## src/hw/rtl/ipow_pkg.sv

```systemverilog
package ipow_pkg;

    localparam int WIDTH = 32;
    localparam int CNT_W = (WIDTH > 1) ? $clog2(WIDTH) : 1;

    typedef logic [WIDTH-1:0] word_t;
    typedef logic [CNT_W-1:0] cnt_t;

    localparam word_t WORD_ONE = word_t'(1);
    localparam cnt_t  CNT_TOP  = cnt_t'(WIDTH - 1);

    typedef enum logic [4:0] {
        ST_IDLE   = 5'b00001,
        ST_ALIGN  = 5'b00010,
        ST_SQUARE = 5'b00100,
        ST_MULT   = 5'b01000,
        ST_FINISH = 5'b10000
    } state_t;

    typedef struct packed {
        logic  start;
        word_t a;
        word_t b;
    } mul_req_t;

    typedef struct packed {
        logic  done;
        word_t product;
    } mul_rsp_t;

endpackage

```

## src/hw/rtl/integer_power_by_squaring.sv

```systemverilog
// Exponent <= 0 goes straight from idle to the finish state and returns 1.
// Otherwise the align state skips the leading zeros of the exponent, then each bit below its
// top one costs a square in the multiplier, and each one among them a further multiply.
// Throughput: one item at a time; the bit-serial multiplier (one partial product per cycle) sets it.
// Reset: rst_n, asynchronous, active low, clears control state and the output beat.
module integer_power_by_squaring
    import ipow_pkg::*;
(
    input  logic                     clk,
    input  logic                     rst_n,
    input  logic                     in_valid,
    output logic                     in_ready,
    input  logic signed [WIDTH-1:0]  base,
    input  logic signed [WIDTH-1:0]  exponent,
    output logic                     out_valid,
    input  logic                     out_ready,
    output logic signed [WIDTH-1:0]  power
);

    state_t   state_reg, state_next;
    word_t    base_reg, base_next;
    word_t    exp_reg, exp_next;
    word_t    acc_reg, acc_next;
    cnt_t     cnt_reg, cnt_next;
    logic     start_reg, start_next;
    word_t    opa_reg, opa_next;
    word_t    opb_reg, opb_next;
    logic     out_valid_reg, out_valid_next;
    word_t    power_reg, power_next;
    mul_req_t mreq;
    mul_rsp_t mrsp;

    assign mreq.start = start_reg;
    assign mreq.a     = opa_reg;
    assign mreq.b     = opb_reg;

    ipow_mul u_mul (
        .clk   (clk),
        .rst_n (rst_n),
        .req   (mreq),
        .rsp   (mrsp)
    );

    assign in_ready = (state_reg == ST_IDLE);

    always_comb
    begin
        state_next     = state_reg;
        base_next      = base_reg;
        exp_next       = exp_reg;
        acc_next       = acc_reg;
        cnt_next       = cnt_reg;
        start_next     = 1'b0;
        opa_next       = opa_reg;
        opb_next       = opb_reg;
        out_valid_next = out_valid_reg;
        power_next     = power_reg;

        if (out_valid_reg && out_ready)
        begin
            out_valid_next = 1'b0;
        end

        unique case (state_reg)
            ST_IDLE:
            begin
                if (in_valid)
                begin
                    base_next = word_t'(base);
                    exp_next  = word_t'(exponent);
                    cnt_next  = CNT_TOP;
                    if (exponent[WIDTH-1] || (exponent == '0))
                    begin
                        acc_next   = WORD_ONE;
                        state_next = ST_FINISH;
                    end
                    else
                    begin
                        state_next = ST_ALIGN;
                    end
                end
            end
            ST_ALIGN:
            begin
                // skip leading zeros, then seed with the base at the top one
                if (exp_reg[WIDTH-1])
                begin
                    acc_next = base_reg;
                    if (cnt_reg == '0)
                    begin
                        state_next = ST_FINISH;
                    end
                    else
                    begin
                        exp_next   = {exp_reg[WIDTH-2:0], 1'b0};
                        cnt_next   = cnt_reg - cnt_t'(1);
                        opa_next   = base_reg;
                        opb_next   = base_reg;
                        start_next = 1'b1;
                        state_next = ST_SQUARE;
                    end
                end
                else
                begin
                    exp_next = {exp_reg[WIDTH-2:0], 1'b0};
                    cnt_next = cnt_reg - cnt_t'(1);
                end
            end
            ST_SQUARE:
            begin
                if (mrsp.done)
                begin
                    acc_next = mrsp.product;
                    if (exp_reg[WIDTH-1])
                    begin
                        opa_next   = mrsp.product;
                        opb_next   = base_reg;
                        start_next = 1'b1;
                        state_next = ST_MULT;
                    end
                    else if (cnt_reg == '0)
                    begin
                        state_next = ST_FINISH;
                    end
                    else
                    begin
                        exp_next   = {exp_reg[WIDTH-2:0], 1'b0};
                        cnt_next   = cnt_reg - cnt_t'(1);
                        opa_next   = mrsp.product;
                        opb_next   = mrsp.product;
                        start_next = 1'b1;
                    end
                end
            end
            ST_MULT:
            begin
                if (mrsp.done)
                begin
                    acc_next = mrsp.product;
                    if (cnt_reg == '0)
                    begin
                        state_next = ST_FINISH;
                    end
                    else
                    begin
                        exp_next   = {exp_reg[WIDTH-2:0], 1'b0};
                        cnt_next   = cnt_reg - cnt_t'(1);
                        opa_next   = mrsp.product;
                        opb_next   = mrsp.product;
                        start_next = 1'b1;
                        state_next = ST_SQUARE;
                    end
                end
            end
            ST_FINISH:
            begin
                // hold until the output register is free
                if (!out_valid_reg || out_ready)
                begin
                    power_next     = acc_reg;
                    out_valid_next = 1'b1;
                    state_next     = ST_IDLE;
                end
            end
            default:
            begin
                state_next = ST_IDLE;
            end
        endcase
    end

    always_ff @(posedge clk or negedge rst_n)
    begin
        if (!rst_n)
        begin
            state_reg     <= ST_IDLE;
            start_reg     <= 1'b0;
            out_valid_reg <= 1'b0;
            cnt_reg       <= '0;
        end
        else
        begin
            state_reg     <= state_next;
            start_reg     <= start_next;
            out_valid_reg <= out_valid_next;
            cnt_reg       <= cnt_next;
        end
    end

    always_ff @(posedge clk)
    begin
        base_reg  <= base_next;
        exp_reg   <= exp_next;
        acc_reg   <= acc_next;
        opa_reg   <= opa_next;
        opb_reg   <= opb_next;
        power_reg <= power_next;
    end

    assign out_valid = out_valid_reg;
    assign power     = power_reg;

endmodule

```

## src/hw/rtl/ipow_mul.sv

```systemverilog
module ipow_mul
    import ipow_pkg::*;
(
    input  logic     clk,
    input  logic     rst_n,
    input  mul_req_t req,
    output mul_rsp_t rsp
);

    word_t a_reg, a_next;
    word_t b_reg, b_next;
    word_t p_reg, p_next;
    cnt_t  cnt_reg, cnt_next;
    logic  busy_reg, busy_next;
    logic  done_reg, done_next;

    always_comb
    begin
        a_next    = a_reg;
        b_next    = b_reg;
        p_next    = p_reg;
        cnt_next  = cnt_reg;
        busy_next = busy_reg;
        done_next = 1'b0;
        if (req.start)
        begin
            a_next    = req.a;
            b_next    = req.b;
            p_next    = '0;
            cnt_next  = CNT_TOP;
            busy_next = 1'b1;
        end
        else if (busy_reg)
        begin
            // add one partial product per cycle, low word only
            if (b_reg[0])
            begin
                p_next = p_reg + a_reg;
            end
            a_next = {a_reg[WIDTH-2:0], 1'b0};
            b_next = {1'b0, b_reg[WIDTH-1:1]};
            if (cnt_reg == '0)
            begin
                busy_next = 1'b0;
                done_next = 1'b1;
            end
            else
            begin
                cnt_next = cnt_reg - cnt_t'(1);
            end
        end
    end

    always_ff @(posedge clk or negedge rst_n)
    begin
        if (!rst_n)
        begin
            busy_reg <= 1'b0;
            done_reg <= 1'b0;
            cnt_reg  <= '0;
        end
        else
        begin
            busy_reg <= busy_next;
            done_reg <= done_next;
            cnt_reg  <= cnt_next;
        end
    end

    always_ff @(posedge clk)
    begin
        a_reg <= a_next;
        b_reg <= b_next;
        p_reg <= p_next;
    end

    assign rsp.done    = done_reg;
    assign rsp.product = p_reg;

endmodule

```

## config.mk

```make
export PLATFORM = sky130hd
export DESIGN_NAME = integer_power_by_squaring
export DESIGN_NICKNAME = d
export VERILOG_FILES = /design/src/hw/rtl/ipow_pkg.sv /design/src/hw/rtl/integer_power_by_squaring.sv /design/src/hw/rtl/ipow_mul.sv
export SDC_FILE = /design/constraint.sdc
export NUM_CORES = 1
export LEC_CHECK = 0
export ABC_AREA = 1
export BUFFER_PORTS_ARGS = -buffer_cell sky130_fd_sc_hd__buf_2
export CORE_ASPECT_RATIO = 0.75
export CORE_MARGIN = 4
export CORE_UTILIZATION = 40
export CTS_BUF_LIST = sky130_fd_sc_hd__clkbuf_4 sky130_fd_sc_hd__clkbuf_8
export CTS_CLUSTER_SIZE = 20
export DETAILED_ROUTE_END_ITERATION = 8
export PLACE_DENSITY_LB_ADDON = 0.2
export RECOVER_POWER = 25
export SLEW_MARGIN = 15
export SYNTH_ARGS = -nofsm -noshare
export SYNTH_HDL_FRONTEND = slang
export SYNTH_SLANG_ARGS = --single-unit
```

## constraint.sdc

```tcl
create_clock -name clk -period 3.4 [get_ports clk]
set_input_delay 0.51 -clock clk [delete_from_list [all_inputs] [get_ports clk]]
set_output_delay 0.51 -clock clk [all_outputs]
set_load 0.01 [all_outputs]
```

==> metrics <==
RSZ-0062 raised after global routing false; Critical Path End Type flop; total setup violations reported at the end of the flow 0; status finished with violations; maximum number of pins on one net before global-route repair 94; DP HPWL 24600 um; setup TNS 0 ps; Critical Path RT 3860 ps; Synth Register Bits 307; die outline height 177 um; number of max-cap violations 2; share of synthesized area occupied by flip-flops and latches a little under three fifths; final hold vios 0; most used cell, CP sky130_fd_sc_hd__nand2_1; clk buf depth 3; Area growth syn-to-layout 13.5%; x dimension of the die 234 um; final worst path period share roughly 81%; 1st-iter DRT viols 902; H-tree depth 2; GRT Util Overall 18.2%; Post-Syn Area 15300 um2; warning count from the yosys run 0; cell area after placement 16400 um2; number of buffers added by the clock tree synthesis step 51; final instance area approximately 17000 um2; effective utilization at floorplan 40.9%; count of final max-slew check failures 166; largest clock skew in the final design 33.6 ps; kind of critical path flop to flop; number of placed cells counting well taps 2287; Yosys top cell area share 50.2%; utilization after layout 46.4%; global-route wire length before repair 60900 um; largest voltage drop on the vdd net 406 uV; count leader, synth sky130_fd_sc_hd__nand2_1; Core Region around 37000 um2; CTS clk-pin slew, worst paths 70 ps; average size of a mapped cell around 8.9 um2; overflow left after global routing 0; Filler Cell Count 3678; initial antenna violation count 1; Top FF cell, synth sky130_fd_sc_hd__edfxtp_1; num rows a little over 60; total routed wirelength 37500 um; slew at the pin closest to its max-slew limit 2200 ps; highest-delay cell along the critical path sky130_fd_sc_hd__clkbuf_2; final routed DRC violation total 0; Synthesized Nets 1830; # Post-CTS Setup Buffers 0; Synth Instances 1727; number of global-route vias before repair 11700; setup slack on the worst flop-to-flop path between 600 and 700 ps; worst path cell trace inv_2 > clkbuf_2 > nand2_1 > nand2_1 > clkinv_1 > nand3_1 > nor3_1 > nor2_1 > nand2_1; Max Clock Freq 0.363 GHz; biggest cell delay along the critical path 1220 ps; failing checks max-capacitance violations, max-slew violations; top cell types by occurrence after synthesis 577 x sky130_fd_sc_hd__nand2_1, 256 x sky130_fd_sc_hd__edfxtp_1, 256 x sky130_fd_sc_hd__inv_1, 131 x sky130_fd_sc_hd__nor2_1, 84 x sky130_fd_sc_hd__nand3_1; pwr/cell area 1020 nW/um2; async set or reset register ratio after synthesis 6.19%; nets@finish 1940; floorplan die area 41500 um2; Arr. time, crit path about 3200 ps; boundary pin count 102; peak fanout along the critical path 71; sink count of the clock tree 307; WL per Instance 15.7 um; post-detailed-route via-to-cell ratio between 4 and 5; Yosys top cell by area sky130_fd_sc_hd__edfxtp_1; ranking of synthesized cells by area sky130_fd_sc_hd__edfxtp_1 50%, sky130_fd_sc_hd__nand2_1 14%, sky130_fd_sc_hd__inv_1 6.3%, sky130_fd_sc_hd__dfxtp_1 4.2%, sky130_fd_sc_hd__nor2_1 3.2%; first drt pass iteration count 5; total buffers and inverters traversed by the critical path 3; number of vias after detailed routing 11800; CTS tree built; clock root cell sky130_fd_sc_hd__clkbuf_8; worst-skew pair later-pin latency 590 ps; routability congestion estimate approximately 0.9; CP top delay family buffers and inverters; Static Leakage 0.00788 uW; number of non-filler instances in the completed layout around 2400; Setup crit start kind flop; share of cells above drive strength 1 10.3%; Detail Route Antenna Nets 0; EDFF count, synth 256; relative slew slack -46.7%; count of different cell masters after synthesis 40; class of the worst hold path input port to flop; Post-Route Hold Slack 95.3 ps; shortest period the worst path allows 2760 ps; count of input and output buffers 101
metal layers:
layer | GRT usage, % | vias to the layer above | routed length [um]
met5 | 0 | - | 0
met3 | 3.67 | 43 | 2240
met4 | 4.06 | 0 | 482
li1 | - | 5926 | -
met1 | 26.9 | 5467 | 18700
met2 | 27.7 | 314 | 16100
final timing paths:
kind | start | to | cells past startpoint
setup / recovery | start_reg$_DFF_PN0_ | u_mul.cnt_reg[4]$_DFFE_PN0P_ | 9
hold / removal | base[15] | base_reg[15]$_DFFE_PP_ | 1
setup reg to reg | start_reg$_DFF_PN0_ | u_mul.cnt_reg[4]$_DFFE_PN0P_ | 9
hold reg to reg | acc_reg[23]$_DFFE_PP_ | power[23]$_DFFE_PP_ | 0
max in group asynchronous | rst_n | start_reg$_DFF_PN0_ | 2
min in group asynchronous | rst_n | start_reg$_DFF_PN0_ | 2
cells by family (layout without fill, tap and decap cells):
kind of cell               after synthesis  count (layout)  share of synthesized area [%]
other                                    0               1                              0
AOI/OAI and AO/OA                      220             220                           8.63
DFF                                    307             307                           57.5
adders and majority gates               35              35                           2.91
buffers and inverters                  324             475                           8.22
and+or+nand+nor                        824             824                           21.7
xor gates and xnor gates                17              17                          0.973
timing repair:
action / CTS / global route
gates resized for setup: 0 / 0
hold buffers: 1 / 0
endpoints found under the hold margin: 18 / 0
cells in the final DEF (no fill, tap or decap), types with 13 or more instances in the layout:
master | netlist | layout
sky130_fd_sc_hd__a21oi_1 | 55 | 55
sky130_fd_sc_hd__buf_2 | 18 | 68
sky130_fd_sc_hd__buf_4 | 3 | 13
sky130_fd_sc_hd__clkbuf_1 | 40 | 33
sky130_fd_sc_hd__clkbuf_4 | 0 | 19
sky130_fd_sc_hd__clkbuf_8 | 0 | 58
sky130_fd_sc_hd__dfrtp_1 | 18 | 17
sky130_fd_sc_hd__dfxtp_1 | 32 | 32
sky130_fd_sc_hd__edfxtp_1 | 256 | 256
sky130_fd_sc_hd__ha_1 | 34 | 34
sky130_fd_sc_hd__inv_1 | 256 | 256
sky130_fd_sc_hd__nand2_1 | 577 | 575
sky130_fd_sc_hd__nand3_1 | 84 | 84
sky130_fd_sc_hd__nor2_1 | 131 | 129
sky130_fd_sc_hd__o21ai_0 | 61 | 61
sky130_fd_sc_hd__o221ai_1 | 32 | 32
sky130_fd_sc_hd__o22ai_1 | 64 | 64
sky130_fd_sc_hd__xor2_1 | 14 | 14
metrics by stage:
stage | setup slack [ps] | total power [uW]
detailed placement | 432 | 14400
floorplan | 244 | 12300
global route | 270 | 19300
CTS | 595 | 17900
finish | 644 | 17700
global placement | 588 | 14300
where the power goes:
group / switching, uW / internal (uW)
Combinational: 5240 / 2390
Clock: 1500 / 1840
Sequential: 609 / 6130
Total: 7350 / 10400
layout make-up:
| type | count | area, um2 | area share (%) |
|---|---|---|---|
| well taps | 504 | 631 | 3.63 |
| clock buffers | 77 | 941 | 5.42 |
| clock inverters | 17 | 104 | 0.598 |
| multi-input cells | 1096 | 5260 | 30.3 |
| inverters | 261 | 980 | 5.64 |
| repair buffers | 120 | 642 | 3.70 |
| diodes | 1 | 2.50 | 0.0144 |
| flip-flops and latches | 307 | 8810 | 50.7 |
(Power assumes the default switching activity.)
